$ cat config.mk
export PLATFORM = sky130hd
export DESIGN_NAME = masked_window_reduce_top_flat
export DESIGN_NICKNAME = d
export VERILOG_FILES = /design/src/rtl/core/mwr_pkg.sv /design/src/rtl/core/mwr_if.sv /design/src/rtl/core/masked_window_reduce_top.sv /design/src/flat_wrapper.sv
export SDC_FILE = /design/constraint.sdc
export NUM_CORES = 1
export LEC_CHECK = 0
export ABC_CLOCK_PERIOD_IN_PS = 8200
export BUFFER_PORTS_ARGS = -buffer_cell sky130_fd_sc_hd__clkbuf_2
export CAP_MARGIN = 20
export CORE_MARGIN = 5
export CORE_UTILIZATION = 60
export CTS_CLUSTER_SIZE = 20
export DETAILED_ROUTE_END_ITERATION = 10
export HOLD_SLACK_MARGIN = 0.05
export PLACE_DENSITY = 0.86
export SKIP_CTS_REPAIR_TIMING = 1
export SLEW_MARGIN = 5
export SYNTH_ARGS = -nofsm -noshare
export SYNTH_HDL_FRONTEND = slang
export SYNTH_SLANG_ARGS = --single-unit
$ cat constraint.sdc
create_clock -name i_clk -period 8.2 [get_ports i_clk]
set_input_delay 0 -clock i_clk [delete_from_list [all_inputs] [get_ports i_clk]]
set_output_delay 0 -clock i_clk [all_outputs]
set_load 0.03 [all_outputs]
$ cat src/rtl/core/mwr_pkg.sv
// Shared constants for the masked window reduction block.
package mwr_pkg;

    // Sample and result width, signed Q16.16
    localparam int DATA_W = 32;

    // Default window length limit in valid samples
    localparam int MAX_WINDOW_DEF = 4096;

    // Configuration data and address widths
    localparam int CFG_DATA_W = 32;
    localparam int CFG_ADDR_W = 3;

    // Reduction kinds; the unused code falls back to the mean
    localparam logic [1:0] MODE_MEAN = 2'd0;
    localparam logic [1:0] MODE_MAX  = 2'd1;
    localparam logic [1:0] MODE_MIN  = 2'd2;

    // Register indexes
    localparam logic REG_MODE   = 1'b0;
    localparam logic REG_NODATA = 1'b1;

endpackage

$ cat src/rtl/core/mwr_if.sv
// Stream interfaces for sample words in and result words out.
interface mwr_in_if;
    import mwr_pkg::*;

    logic                     valid;
    logic                     ready;
    logic signed [DATA_W-1:0] sample;
    logic                     last_sample;

    modport source (output valid, output sample, output last_sample, input ready);
    modport sink   (input valid, input sample, input last_sample, output ready);
endinterface

interface mwr_out_if #(
    parameter int CNT_W = $clog2(mwr_pkg::MAX_WINDOW_DEF + 1)
);
    import mwr_pkg::*;

    logic                     valid;
    logic                     ready;
    logic signed [DATA_W-1:0] result;
    logic                     no_valid;
    logic [CNT_W-1:0]         valid_count;

    modport source (output valid, output result, output no_valid, output valid_count,
                    input ready);
    modport sink   (input valid, input result, input no_valid, input valid_count,
                    output ready);
endinterface

$ cat src/rtl/core/masked_window_reduce_top.sv
// Masked window reduction: mean, maximum or minimum of the non-marker samples.
// A sample word that does not close its window is taken while the sequencer is idle; one adder does the add.
// Closing in max/min, empty window or zero sum: no divide; S_OUT then loads the output register.
// Closing in mean mode: accept, magnitude, SUM_W divide steps, sign, then the output load
// (SUM_W = 32 + clog2(MAX_WINDOW), 44 at the default); a full output stretches the load.
// Reset is synchronous, active low: clears the window, the config registers, the sequencer and the output valid.
module masked_window_reduce_top #(
    parameter int MAX_WINDOW = mwr_pkg::MAX_WINDOW_DEF
) (
    input  logic                             i_clk,
    input  logic                             i_rst_n,
    mwr_in_if.sink                           i_in_ch,
    mwr_out_if.source                        o_out_ch,
    input  logic                             psel,
    input  logic                             penable,
    input  logic                             pwrite,
    input  logic [mwr_pkg::CFG_ADDR_W-1:0]   paddr,
    input  logic [mwr_pkg::CFG_DATA_W-1:0]   pwdata,
    output logic [mwr_pkg::CFG_DATA_W-1:0]   prdata,
    output logic                             pready
);
    import mwr_pkg::*;

    localparam int CNT_W  = $clog2(MAX_WINDOW + 1);
    localparam int SUM_W  = DATA_W + $clog2(MAX_WINDOW);
    localparam int AW     = SUM_W + 1;
    localparam int STEP_W = $clog2(SUM_W);
    localparam logic [CNT_W-1:0]  CNT_MAX   = CNT_W'(MAX_WINDOW);
    localparam logic [STEP_W-1:0] STEP_LAST = STEP_W'(SUM_W - 1);

    typedef enum logic [4:0] {
        S_IDLE = 5'b00001,
        S_ABS  = 5'b00010,
        S_DIV  = 5'b00100,
        S_NEG  = 5'b01000,
        S_OUT  = 5'b10000
    } t_state;

    t_state                   r_state;
    logic [1:0]               r_mode;
    logic signed [DATA_W-1:0] r_nodata;
    logic [SUM_W-1:0]         r_sum;
    logic [CNT_W-1:0]         r_cnt;
    logic signed [DATA_W-1:0] r_ext;
    logic [SUM_W-1:0]         r_quo;
    logic [CNT_W-1:0]         r_rem;
    logic [STEP_W-1:0]        r_step;
    logic                     r_neg;
    logic                     r_empty;
    logic signed [DATA_W-1:0] r_res;
    logic                     r_oval;
    logic signed [DATA_W-1:0] r_out_res;
    logic                     r_out_nov;
    logic [CNT_W-1:0]         r_out_cnt;

    logic [SUM_W-1:0]         n_sum;
    logic [CNT_W-1:0]         n_cnt;
    logic signed [DATA_W-1:0] n_ext;

    logic [AW-1:0]            a_op;
    logic [AW-1:0]            b_op;
    logic                     cin;
    logic [AW-1:0]            add_y;
    logic [CNT_W:0]           rem_sh;
    logic                     diff_neg;
    logic                     take;
    logic                     acc;
    logic                     cfg_wr;
    logic                     out_free;

    // Configuration port
    assign pready = 1'b1;
    assign cfg_wr = psel && penable && pwrite;

    always_comb begin
        if (paddr[2] == REG_NODATA) begin
            prdata = r_nodata;
        end else begin
            prdata = {{(CFG_DATA_W-2){1'b0}}, r_mode};
        end
    end

    always_ff @(posedge i_clk) begin
        if (!i_rst_n) begin
            r_mode   <= MODE_MEAN;
            r_nodata <= '0;
        end else if (cfg_wr) begin
            if (paddr[2] == REG_NODATA) begin
                r_nodata <= pwdata;
            end else begin
                r_mode <= pwdata[1:0];
            end
        end
    end

    // Input handshake and sample qualification
    assign i_in_ch.ready = (r_state == S_IDLE);
    assign acc  = i_in_ch.valid && (r_state == S_IDLE);
    assign take = acc && (i_in_ch.sample != r_nodata) && (r_cnt < CNT_MAX);

    // Divider shift of the partial remainder
    assign rem_sh = {r_rem, r_quo[SUM_W-1]};

    // Shared adder: accumulate, magnitude, trial subtract, sign restore
    always_comb begin
        a_op = '0;
        b_op = '0;
        cin  = 1'b0;
        unique case (r_state)
            S_IDLE: begin
                a_op = {{(AW-SUM_W){r_sum[SUM_W-1]}}, r_sum};
                b_op = {{(AW-DATA_W){i_in_ch.sample[DATA_W-1]}}, i_in_ch.sample};
            end
            S_ABS: begin
                b_op = ~{{(AW-SUM_W){r_sum[SUM_W-1]}}, r_sum};
                cin  = 1'b1;
            end
            S_DIV: begin
                a_op = {{(AW-CNT_W-1){1'b0}}, rem_sh};
                b_op = ~{{(AW-CNT_W){1'b0}}, r_cnt};
                cin  = 1'b1;
            end
            S_NEG: begin
                b_op = ~{{(AW-SUM_W){1'b0}}, r_quo};
                cin  = 1'b1;
            end
            S_OUT: begin
                a_op = '0;
            end
            default: begin
                a_op = '0;
            end
        endcase
    end

    assign add_y    = a_op + b_op + {{(AW-1){1'b0}}, cin};
    assign diff_neg = add_y[AW-1];

    // Window update for the sample now at the input
    always_comb begin
        n_sum = r_sum;
        n_cnt = r_cnt;
        n_ext = r_ext;
        if (take) begin
            n_sum = add_y[SUM_W-1:0];
            n_cnt = r_cnt + 1'b1;
            if (r_cnt == '0) begin
                n_ext = i_in_ch.sample;
            end else if (r_mode == MODE_MAX) begin
                if (i_in_ch.sample > r_ext) begin
                    n_ext = i_in_ch.sample;
                end
            end else if (r_mode == MODE_MIN) begin
                if (i_in_ch.sample < r_ext) begin
                    n_ext = i_in_ch.sample;
                end
            end
        end
    end

    // Output register
    assign out_free             = !r_oval || o_out_ch.ready;
    assign o_out_ch.valid       = r_oval;
    assign o_out_ch.result      = r_out_res;
    assign o_out_ch.no_valid    = r_out_nov;
    assign o_out_ch.valid_count = r_out_cnt;

    always_ff @(posedge i_clk) begin
        if (!i_rst_n) begin
            r_oval <= 1'b0;
        end else if (r_state == S_OUT && out_free) begin
            r_oval <= 1'b1;
        end else if (o_out_ch.ready) begin
            r_oval <= 1'b0;
        end
    end

    always_ff @(posedge i_clk) begin
        if (r_state == S_OUT && out_free) begin
            r_out_res <= r_res;
            r_out_nov <= r_empty;
            r_out_cnt <= r_cnt;
        end
    end

    // Sequencer and window state
    always_ff @(posedge i_clk) begin
        if (!i_rst_n) begin
            r_state <= S_IDLE;
            r_sum   <= '0;
            r_cnt   <= '0;
            r_ext   <= '0;
            r_step  <= '0;
        end else begin
            unique case (r_state)
                S_IDLE: begin
                    if (acc) begin
                        r_sum <= n_sum;
                        r_cnt <= n_cnt;
                        r_ext <= n_ext;
                        if (i_in_ch.last_sample) begin
                            r_empty <= (n_cnt == '0);
                            r_neg   <= n_sum[SUM_W-1];
                            if (n_cnt == '0) begin
                                r_res   <= r_nodata;
                                r_state <= S_OUT;
                            end else if (r_mode == MODE_MAX || r_mode == MODE_MIN) begin
                                r_res   <= n_ext;
                                r_state <= S_OUT;
                            end else if (n_sum == '0) begin
                                r_res   <= r_nodata;
                                r_state <= S_OUT;
                            end else begin
                                r_state <= S_ABS;
                            end
                        end
                    end
                end
                S_ABS: begin
                    r_quo   <= r_neg ? add_y[SUM_W-1:0] : r_sum;
                    r_rem   <= '0;
                    r_step  <= '0;
                    r_state <= S_DIV;
                end
                S_DIV: begin
                    r_quo <= {r_quo[SUM_W-2:0], ~diff_neg};
                    r_rem <= diff_neg ? rem_sh[CNT_W-1:0] : add_y[CNT_W-1:0];
                    if (r_step == STEP_LAST) begin
                        r_state <= S_NEG;
                    end else begin
                        r_step <= r_step + 1'b1;
                    end
                end
                S_NEG: begin
                    r_res   <= r_neg ? add_y[DATA_W-1:0] : r_quo[DATA_W-1:0];
                    r_state <= S_OUT;
                end
                S_OUT: begin
                    if (out_free) begin
                        r_sum   <= '0;
                        r_cnt   <= '0;
                        r_ext   <= '0;
                        r_state <= S_IDLE;
                    end
                end
                default: begin
                    r_state <= S_IDLE;
                end
            endcase
        end
    end

endmodule
$ cat src/flat_wrapper.sv
// flat-port wrapper written by rule: the top's interface ports become plain ports
module masked_window_reduce_top_flat import mwr_pkg::*;
#(
    parameter int MAX_WINDOW = mwr_pkg::MAX_WINDOW_DEF
)
  (i_clk, i_rst_n, psel, penable, pwrite, paddr, pwdata, prdata, pready, i_in_ch_valid, i_in_ch_sample, i_in_ch_last_sample, i_in_ch_ready, o_out_ch_valid, o_out_ch_result, o_out_ch_no_valid, o_out_ch_valid_count, o_out_ch_ready);
  mwr_in_if i_in_ch_i ();
  mwr_out_if o_out_ch_i ();
  input  logic i_clk;
  input  logic i_rst_n;
  input  logic psel;
  input  logic penable;
  input  logic pwrite;
  input  logic [mwr_pkg::CFG_ADDR_W-1:0] paddr;
  input  logic [mwr_pkg::CFG_DATA_W-1:0] pwdata;
  output logic [mwr_pkg::CFG_DATA_W-1:0] prdata;
  output logic pready;
  input wire logic [$bits(i_in_ch_i.valid)-1:0] i_in_ch_valid;
  input wire logic [$bits(i_in_ch_i.sample)-1:0] i_in_ch_sample;
  input wire logic [$bits(i_in_ch_i.last_sample)-1:0] i_in_ch_last_sample;
  output wire logic [$bits(i_in_ch_i.ready)-1:0] i_in_ch_ready;
  output wire logic [$bits(o_out_ch_i.valid)-1:0] o_out_ch_valid;
  output wire logic [$bits(o_out_ch_i.result)-1:0] o_out_ch_result;
  output wire logic [$bits(o_out_ch_i.no_valid)-1:0] o_out_ch_no_valid;
  output wire logic [$bits(o_out_ch_i.valid_count)-1:0] o_out_ch_valid_count;
  input wire logic [$bits(o_out_ch_i.ready)-1:0] o_out_ch_ready;
  assign i_in_ch_i.valid = i_in_ch_valid;
  assign i_in_ch_i.sample = i_in_ch_sample;
  assign i_in_ch_i.last_sample = i_in_ch_last_sample;
  assign i_in_ch_ready = i_in_ch_i.ready;
  assign o_out_ch_valid = o_out_ch_i.valid;
  assign o_out_ch_result = o_out_ch_i.result;
  assign o_out_ch_no_valid = o_out_ch_i.no_valid;
  assign o_out_ch_valid_count = o_out_ch_i.valid_count;
  assign o_out_ch_i.ready = o_out_ch_ready;
  masked_window_reduce_top #(.MAX_WINDOW(MAX_WINDOW)) u_core (.i_clk(i_clk), .i_rst_n(i_rst_n), .i_in_ch(i_in_ch_i), .o_out_ch(o_out_ch_i), .psel(psel), .penable(penable), .pwrite(pwrite), .paddr(paddr), .pwdata(pwdata), .prdata(prdata), .pready(pready));
endmodule
Yosys cells after proc, flatten, opt, wreduce, memory -nomap -nowiden

Index checks and enable logic that the tools add are counted.

Output and inout bits: 81
Input bits: 75
Logic and storage cells: 112
Bits in registers: 272

Order comparisons: 3
Bitwise gates (word level): 5
Equality and inequality tests: 15
$add $sub $neg: 4
Multiplexer cells: 44
Reduce and logical (&&, ||, !) cells: 25

Operators by type and width:

| cell                                               | number |
|---|---|
| two-way mux 32 bit                                 | 15 |
| case mux 45 bit (4 select lines)                   | 1 |
| two-way mux 44 bit                                 | 4 |
| case mux 44 bit (2 select lines)                   | 2 |
| case mux 32 bit (2 select lines)                   | 2 |
| case mux 45 bit (2 select lines)                   | 1 |
| two-way mux 13 bit                                 | 4 |
| case mux 13 bit (2 select lines)                   | 2 |
| adder 45 x 1 -> 45 bit                             | 1 |
| adder 45 bit                                       | 1 |
| NOT 13 -> 45 bit                                   | 1 |
| NOT 44 -> 45 bit                                   | 1 |
| NOT 45 bit                                         | 1 |
| zero test 44 bit                                   | 1 |
| two-way mux 5 bit                                  | 7 |
| greater-than comparator 32 bit                     | 1 |
| less-than comparator 32 bit                        | 1 |
| != test 32 bit                                     | 1 |
| zero test 13 bit                                   | 2 |
| case mux 5 bit (5 select lines)                    | 1 |
| adder 13 x 1 -> 13 bit, second input constant      | 1 |
| less-than comparator 13 bit, second input constant | 1 |
| case mux 6 bit (2 select lines)                    | 1 |
| AND reduction 2 bit                                | 4 |
| other kinds (23)                                   | 39 |

Longest topological paths before layout

Gate-level depths: netlist of the first run.

Depth in word-level cells: 12
Depth in mapped cells: 20
Depth with buffers taken out: 17

Least setup slack after synthesis of the first run

No wires, ideal clock.

Path type: register -> register
Start: reg u_core.r_state[1]
End: reg u_core.r_res[0] (enable)
Library setup time: 0.389 ns
Slack: 2.539 ns
Period minus slack after synthesis: 5.661 ns
Cell stages (with the launch flop): 20
Required time: 7.811 ns
Data arrival time: 5.272 ns
Buffers on the path: 3
Path through: dfxtp_1 -> nor3_4 -> and2_1 -> buf_2 -> clkbuf_1 -> clkbuf_1 -> a22oi_1 -> fa_1 -> inv_1 -> fa_1 -> a211oi_4 -> o21ai_2 -> xor2_2 -> or4_1 -> or4_1 -> o41ai_2 -> o2111ai_1 -> and4bb_1 -> nand4_1 -> nand2_1

Cells in the longest elaborated chain, start to end: 8

RTL lines:

| item                                                               | line                                                             | source |
|---|---|---|
| from (decl)                                                        | masked_window_reduce_top.sv:39                                   | `t_state r_state;` |
| from (signal assigned)                                             | masked_window_reduce_top.sv:189                                  | `r_state <= S_IDLE;` |
| from (signal assigned)                                             | masked_window_reduce_top.sv:206                                  | `r_state <= S_OUT;` |
| from (signal assigned)                                             | masked_window_reduce_top.sv:209                                  | `r_state <= S_OUT;` |
| == test 5 x 1 -> 1 bit *                                           | n/a                                                              |  |
| via i_in_ch_ready                                                  | flat_wrapper.sv:21                                               | `output wire logic [$bits(i_in_ch_i.ready)-1:0] i_in_ch_ready;` |
| case mux 45 bit (4 select lines) (tied with other cells)           | masked_window_reduce_top.sv:109                                  | `unique case (r_state)` |
| adder 45 bit / logical AND 1 bit (equally long branches)           | masked_window_reduce_top.sv:136, masked_window_reduce_top.sv:99  |  |
| adder 45 x 1 -> 45 bit / logical AND 1 bit (equally long branches) | masked_window_reduce_top.sv:136, masked_window_reduce_top.sv:99  |  |
| two-way mux 44 bit / two-way mux 13 bit (equally long branches)    | masked_window_reduce_top.sv:144                                  | `if (take) begin` |
| zero test 44 bit / zero test 13 bit (equally long branches)        | masked_window_reduce_top.sv:210, masked_window_reduce_top.sv:204 |  |
| != test 4 x 1 -> 1 bit (no line)                                   | n/a                                                              |  |
| AND reduction 5 bit (no line) *                                    | n/a                                                              |  |
| to (signal assigned)                                               | masked_window_reduce_top.sv:205                                  | `r_res <= r_nodata;` |
| to (signal assigned)                                               | masked_window_reduce_top.sv:208                                  | `r_res <= n_ext;` |
| to (signal assigned)                                               | masked_window_reduce_top.sv:211                                  | `r_res <= r_nodata;` |
| to (decl)                                                          | masked_window_reduce_top.sv:50                                   | `logic signed [DATA_W-1:0] r_res;` |

The timed path passes the listed nets; every way through them passes the cells marked *.
A chain may end at the register's enable or synchronous reset.

Final worst setup path of the first run

Start: reg u_core.r_state[4]
End: reg u_core.r_res[4] (enable)

Cells in the longest elaborated chain, start to end: 8

RTL lines:

| item                                                               | line                                                             | source |
|---|---|---|
| == test 5 x 4 -> 1 bit (tied with other cells)                     | masked_window_reduce_top.sv:109, masked_window_reduce_top.sv:195 |  |
| case mux 45 bit (4 select lines) (tied with other cells)           | masked_window_reduce_top.sv:109                                  |  |
| adder 45 bit (tied with other cells)                               | masked_window_reduce_top.sv:136                                  | `assign add_y = a_op + b_op + {{(AW-1){1'b0}}, cin};` |
| adder 45 x 1 -> 45 bit / logical AND 1 bit (equally long branches) | masked_window_reduce_top.sv:136, masked_window_reduce_top.sv:99  |  |
| two-way mux 44 bit / two-way mux 13 bit (equally long branches)    | masked_window_reduce_top.sv:144                                  |  |
| zero test 44 bit / zero test 13 bit (equally long branches)        | masked_window_reduce_top.sv:210, masked_window_reduce_top.sv:204 |  |
| != test 4 x 1 -> 1 bit (no line)                                   | n/a                                                              |  |
| AND reduction 5 bit (no line) *                                    | n/a                                                              |  |

Every way passes the cells marked *; elsewhere a longest branch is shown, timed or not.

==> results of run 1 <==
==> routing by layer <==
metal	vias up	share of wire (%)	global-route usage, %
li1	7663	-	-
met1	8222	38	44.5
met2	1263	45	53.7
met3	264	11	5.76
met4	0	5.6	14.2
met5	-	0	0
==> registers in the layout, indices dropped and copies added, names as in the netlist, 5 cells and up <==
signal	flops
u_core.r_step	6
u_core.r_ext	32
u_core.o_out_ch.valid_count	13
u_core.r_cnt	13
u_core.o_out_ch.result	32
u_core.r_sum	44
u_core.r_quo	44
u_core.r_nodata	32
u_core.r_rem	13
u_core.r_state	5
u_core.r_res	32
==> final cells by class <==
cell class | count | area [um2]
clock inverter | 20 | 165
inverter | 55 | 208
tap | 384 | 480
fill | 2089 | 8740
timing repair buffer | 253 | 1700
sequential | 272 | 6820
multi-input combinational | 1533 | 9780
clock buffer | 33 | 741
==> worst reg2reg max path, stage by stage, from the launching register on <==
cell and delay, ns:
sky130_fd_sc_hd__dfxtp_1 0.32, sky130_fd_sc_hd__nor2_1 0.40, sky130_fd_sc_hd__nand3_4 0.61, sky130_fd_sc_hd__nor2_1 0.34
sky130_fd_sc_hd__a211oi_1 0.10, sky130_fd_sc_hd__fa_1 0.48, sky130_fd_sc_hd__nand2b_1 0.18, sky130_fd_sc_hd__a211oi_1 0.61
sky130_fd_sc_hd__nor2_1 0.20, sky130_fd_sc_hd__o31ai_1 0.37, sky130_fd_sc_hd__xor2_1 0.18, sky130_fd_sc_hd__or4_1 0.55
sky130_fd_sc_hd__o41ai_1 0.79, sky130_fd_sc_hd__o2111a_1 0.39, sky130_fd_sc_hd__nand4_1 0.14, sky130_fd_sc_hd__nand2_1 0.11
sky130_fd_sc_hd__buf_4 0.40
==> worst paths after layout <==
| check | start | to | slack (ns) | cells after the start |
|---|---|---|---|---|
| setup reg to reg | u_core.r_state[4] | u_core.r_res[4] | 1.61 | 16 |
| hold reg to reg | u_core.r_res[24] | u_core.o_out_ch.result[24] | 0.42 | 0 |
| setup / recovery | u_core.r_state[4] | u_core.r_res[4] | 1.61 | 16 |
| hold / removal | i_in_ch_valid | u_core.r_sum[43] | 0.04 | 4 |
==> power by group <==
part / internal (uW) / total [uW] / switching, uW / leakage, uW
Clock: 713 / 1280 / 572 / 0.000440
Sequential: 1770 / 2000 / 229 / 0.00235
Combinational: 1380 / 4080 / 2700 / 0.00513
Total: 3860 / 7360 / 3500 / 0.00792
==> stage by stage <==
stage / worst slack, ns / utilization (%)
2_1_floorplan: 2.54 / -
3_3_place_gp: 1.92 / 63.8
3_5_place_dp: 1.83 / 63.8
4_1_cts: 1.77 / 67.0
5_1_grt: 1.37 / 69.5
6_report: 1.61 / 69.5
==> placed cells by master, fill, tap and decap left out, types with 54 or more instances in the layout <==
cell | netlist | final
sky130_fd_sc_hd__inv_1 | 54 | 54
sky130_fd_sc_hd__xnor2_1 | 55 | 54
sky130_fd_sc_hd__a21oi_1 | 143 | 141
sky130_fd_sc_hd__o21ai_0 | 186 | 186
sky130_fd_sc_hd__nor2_1 | 179 | 178
sky130_fd_sc_hd__nand2_1 | 242 | 242
sky130_fd_sc_hd__edfxtp_1 | 137 | 137
sky130_fd_sc_hd__clkbuf_2 | 1 | 152
sky130_fd_sc_hd__dlygate4sd3_1 | 0 | 72
sky130_fd_sc_hd__ha_1 | 80 | 80
sky130_fd_sc_hd__dfxtp_1 | 135 | 135
sky130_fd_sc_hd__mux2i_1 | 85 | 85
==> logic make-up after synthesis <==
group | share of synthesized area (%)
buffers and inverters | 4.48
AND/OR/NAND/NOR | 17.8
flip-flops | 39.4
adder cells (fa/ha/maj) | 6.02
other | 0.0217
XOR/XNOR | 3.94
AO/OA/AOI/OAI | 23.4
multiplexers | 5.05
==> metrics, run 1 <==
buffer and inverter count on the worst path 1; kind of critical path flop to flop; number of optimization iterations in the first detailed-route pass 6; CTS tree yes; # DRC 0; Net count, final 2301; main area contributors after synthesis sky130_fd_sc_hd__edfxtp_1 (24%), sky130_fd_sc_hd__dfxtp_1 (16%), sky130_fd_sc_hd__ha_1 (5.8%); class of the tightest hold or removal check input pin to flop; PnR Total Power 7360 uW; most used standard cells in the synthesized netlist sky130_fd_sc_hd__nand2_1 (242), sky130_fd_sc_hd__o21ai_0 (186), sky130_fd_sc_hd__nor2_1 (179), sky130_fd_sc_hd__a21oi_1 (143), sky130_fd_sc_hd__edfxtp_1 (137); most used standard cell by instance count after synthesis sky130_fd_sc_hd__nand2_1; Peak VDD IR 0.256 mV; post-detail-place hpwl 41200 um; ratio of cells with drive above 1 in the final layout 12.2%; cell area after layout 19900 um2; wire length of the first global-routing pass 88200 um; most frequent cell on the critical path sky130_fd_sc_hd__nor2_1; count of non-filler cells in the finished layout 2550; WL per Instance 23.9 um; arrival time at the worst endpoint 6.78 ns; number of buffers on the longest clock path 3; worst path cell trace nor2_1, nand3_4, nor2_1, a211oi_1, fa_1, nand2b_1, a211oi_1, nor2_1, o31ai_1, xor2_1, or4_1, o41ai_1, o2111a_1, nand4_1, nand2_1, buf_4; total number of H-tree levels 1; maximum number of pins on one net before global-route repair 63; total number of clock tree sinks 272; data required time of the worst path 8.40 ns; part of the Yosys area used for sequential elements 39.4%; Yosys top cell area share 23.8%; DP Cell Count 2425; number of CTS-inserted buffers 29; final hold vios 0; largest clock skew in the final design 0.0120 ns; cell at the slowest stage of the critical path sky130_fd_sc_hd__o41ai_1; post-synthesis async set-or-reset flop share 0%; row count 62; Antenna Diode Count 0; fin. max-slew vios 0; Yosys reg bits 272; signed area change from the synthesized netlist to the final layout 14.9%; number of global-route vias before repair 15753; number of buffer cells added on primary ports 152; Synth Flop Type sky130_fd_sc_hd__edfxtp_1; TNS Setup 0 ns; via count 17412; worst stage delay on the critical path 0.79 ns; transition time of the tightest slew-check pin 1.05 ns; leakage power figure 0.00792 uW; Boundary Pins 156; area inside the core boundary 28600 um2; floorplan die area 32300 um2; worst-path maximum fanout 57; power density over the cells 370 nW/um2; final-layout worst hold slack 0.0355 ns; average via count per standard cell 6.83; unrepaired setup endpoints after global routing false; achievable frequency 152 MHz; warning count from the yosys run 0; status complete, no violations; worst skew pair latency 0.56 ns; post-synthesis cell area 17300 um2; placer congestion estimate 0.961; number of cells produced by synthesis 2002; relative slew slack 30.1%; Setup crit start kind flop; synthesized area per cell 8.64 um2; clock period minus final worst setup slack 6.59 ns; number of antenna violations at the first check in global routing 0; instance area at placement 18300 um2; Setup Viol. Count Final 0; max capacitance violation total 0; library cells used by synthesis 86; Tcrit/Tclk final 80.3%; cell family contributing the most delay on the critical path simple AND/OR/NAND/NOR gates; CP endpoint kind flop; Net Count, Synth 2159; Initial Utilization 60.5%; antenna viol nets, final 0; clock slew at reported path FFs 0.07 ns; clock root cell sky130_fd_sc_hd__clkbuf_16; overall track demand over capacity in global routing 33.3%; number of enable-type register cells in the synthesized netlist 137; number of DRC markers in iteration 0 2607; Die W 180 um; Die H 180 um; total routed wirelength 61000 um; overflow left after global routing 0; most area-hungry cell type in the Yosys netlist sky130_fd_sc_hd__edfxtp_1
(Power assumes the default switching activity.)
==> run 2: changes to the inputs <==
--- a/config.mk
+++ b/config.mk
@@ -5,7 +5,7 @@
 export SDC_FILE = /design/constraint.sdc
 export NUM_CORES = 1
 export LEC_CHECK = 0
-export ABC_CLOCK_PERIOD_IN_PS = 8200
+export ABC_CLOCK_PERIOD_IN_PS = 6500
 export BUFFER_PORTS_ARGS = -buffer_cell sky130_fd_sc_hd__clkbuf_2
 export CAP_MARGIN = 20
 export CORE_MARGIN = 5
==> constraint.sdc (replaced) <==
create_clock -name i_clk -period 6.5 [get_ports i_clk]
set_input_delay 0 -clock i_clk [delete_from_list [all_inputs] [get_ports i_clk]]
set_output_delay 0 -clock i_clk [all_outputs]
set_load 0.03 [all_outputs]
==> run 2 against run 1 <==
  * Sequential share of layout area down 0.14 points
  * Register-to-register slack lost 0.99 ns
  * Clock skew hardly changed
  * Die area unchanged
  * Routed wire length grew 2.6%
  * Core utilization rose by 0.29 points
  * Critical endpoint is now u_core.r_res[8]
==> metrics, run 2 (synthesis results as in run 1) <==
status complete, no violations; combinational fraction of design power 56.2%; clock period minus final worst setup slack 5.88 ns; area inside the core boundary 28600 um2; unrepaired setup endpoints after global routing false; power density over the cells 470 nW/um2; worst skew pair latency 0.55 ns; Sw Ratio 47.9%; CP endpoint kind flop; count of non-filler cells in the finished layout 2559; row count 62; total number of clock tree sinks 272; max capacitance violation total 0; achievable frequency 170 MHz; ratio of cells with drive above 1 in the final layout 13.0%; worst-path maximum fanout 32; critical path startpoint u_core.r_state[3]; Reg2Reg Launch Point u_core.r_state[3]; clock network fraction of design power 17.0%; transition time of the tightest slew-check pin 1.11 ns; worst stage delay on the critical path 0.58 ns; total routed wirelength 62600 um; class of the tightest hold or removal check input pin to flop; overall track demand over capacity in global routing 34.5%; overflow left after global routing 0; leading cell types in the layout, fill and taps excluded sky130_fd_sc_hd__nand2_1 (242), sky130_fd_sc_hd__o21ai_0 (186), sky130_fd_sc_hd__nor2_1 (178), sky130_fd_sc_hd__clkbuf_2 (152), sky130_fd_sc_hd__a21oi_1 (141); relative slew slack 25.9%; Die W 180 um; total number of H-tree levels 1; number of optimization iterations in the first detailed-route pass 7; number of buffer cells added on primary ports 152; Initial Utilization 60.5%; cell at the slowest stage of the critical path sky130_fd_sc_hd__or4_1; Antenna Diode Count 0; kind of critical path flop to flop; Worst R2R Setup Slack 0.62 ns; via count 17623; placer congestion estimate 0.992; fin. max-slew vios 0; worst path cell trace nand4bb_2, buf_4, nand2_1, nor2_1, fa_1, inv_1, fa_1, a211oi_4, o21ai_2, xor2_2, or4_1, or4_1, o41ai_2, o2111ai_1, and4bb_1, nand4_1, nand2_1, buf_12; WL per Instance 24.5 um; most frequent standard cell in the layout excluding fill and tap cells sky130_fd_sc_hd__nand2_1; arrival time at the worst endpoint 6.11 ns; average via count per standard cell 6.89; Net count, final 2310; final hold vios 0; Boundary Pins 156; portion of total power attributed to sequential cells 26.8%; clock root cell sky130_fd_sc_hd__clkbuf_16; clock slew at reported path FFs 0.06 ns; maximum number of pins on one net before global-route repair 94; endpoint of the lowest-slack register-to-register path u_core.r_res[8]; internal power contribution 4890 uW; Setup Viol. Count Final 0; CTS tree yes; DP Cell Count 2435; largest clock skew in the final design 0.0117 ns; antenna viol nets, final 0; number of buffers on the longest clock path 3; wire length of the first global-routing pass 91100 um; # DRC 0; signed area change from the synthesized netlist to the final layout 15.4%; number of CTS-inserted buffers 29; TNS Setup 0 ns; number of DRC markers in iteration 0 3128; Peak VDD IR 0.334 mV; Tcrit/Tclk final 90.4%; number of global-route vias before repair 16224; leakage power figure 0.00796 uW; Setup crit start kind flop; R2R cell count 18; post-detail-place hpwl 42500 um; crit path to u_core.r_res[8]; number of antenna violations at the first check in global routing 1; Die H 180 um; registers with the highest flip-flop counts u_core.r_quo x44, u_core.r_sum x44; switching power 4490 uW; floorplan die area 32300 um2; data required time of the worst path 6.73 ns
-- run 2: metrics by stage --
| stage | total power (uW) | hold WS [ns] | cell area (um2) | utilization [%] | worst slack (ns) |
|---|---|---|---|---|---|
| 3_3_place_gp | 7380 | 0.224 | 18400 | 64.1 | 0.922 |
| 5_1_grt | 9860 | 0.176 | 20000 | 69.8 | 0.563 |
| 3_5_place_dp | 7530 | 0.231 | 18400 | 64.1 | 0.852 |
| 4_1_cts | 9110 | -0.336 | 19300 | 67.3 | 0.835 |
| 2_1_floorplan | 6020 | 0.126 | 17300 | - | 0.839 |
| 6_report | 9380 | 0.138 | 20000 | 69.8 | 0.625 |
-- run 2: area by class of cell --
cell class	instances	area, um2
multi-input combinational	1533	9780
inverter	55	208
timing repair buffer	262	1790
sequential	272	6820
tap	384	480
clock buffer	32	767
clock inverter	21	133
fill	2045	8650
-- run 2: worst min path at each step --
stage | from | to | cells after the start
final | penable | u_core.r_nodata[6] | 5
after floorplan | i_in_ch_sample[10] | u_core.r_ext[10] | 1
after global routing | penable | u_core.r_nodata[30] | 5
after global placement | pwdata[5] | u_core.r_nodata[5] | 3
after CTS | pwdata[6] | u_core.r_nodata[6] | 3
after detailed placement | pwdata[6] | u_core.r_nodata[6] | 3
-- run 2: worst max-delay path: cells and delay by family, from the launching register on --
kind / cells / cell delay (ns)
flip-flops: 1 / 0.47
buffers and inverters: 3 / 0.60
AND/OR/NAND/NOR: 8 / 2.34
XOR/XNOR: 1 / 0.21
AO/OA/AOI/OAI: 4 / 1.20
adder cells (fa/ha/maj): 2 / 0.70
-- run 2: power groups by stage --
stage / sequential [uW] / combinational, uW / clock (uW)
final: 2520 / 5280 / 1590
after global routing: 2540 / 5660 / 1660
after CTS: 2490 / 5040 / 1580
after detailed placement: 2520 / 5010 / 0
after global placement: 2500 / 4880 / 0
after floorplan: 2470 / 3550 / 0
-- run 2: metal layers --
| metal | up-vias | track usage (%) | part of all wire, % |
|---|---|---|---|
| met3 | 300 | 6.35 | 13 |
| met1 | 8226 | 46.0 | 36 |
| met5 | - | 0 | 0 |
| met2 | 1434 | 54.6 | 45 |
| met4 | 0 | 16.7 | 5.9 |
| li1 | 7663 | - | - |
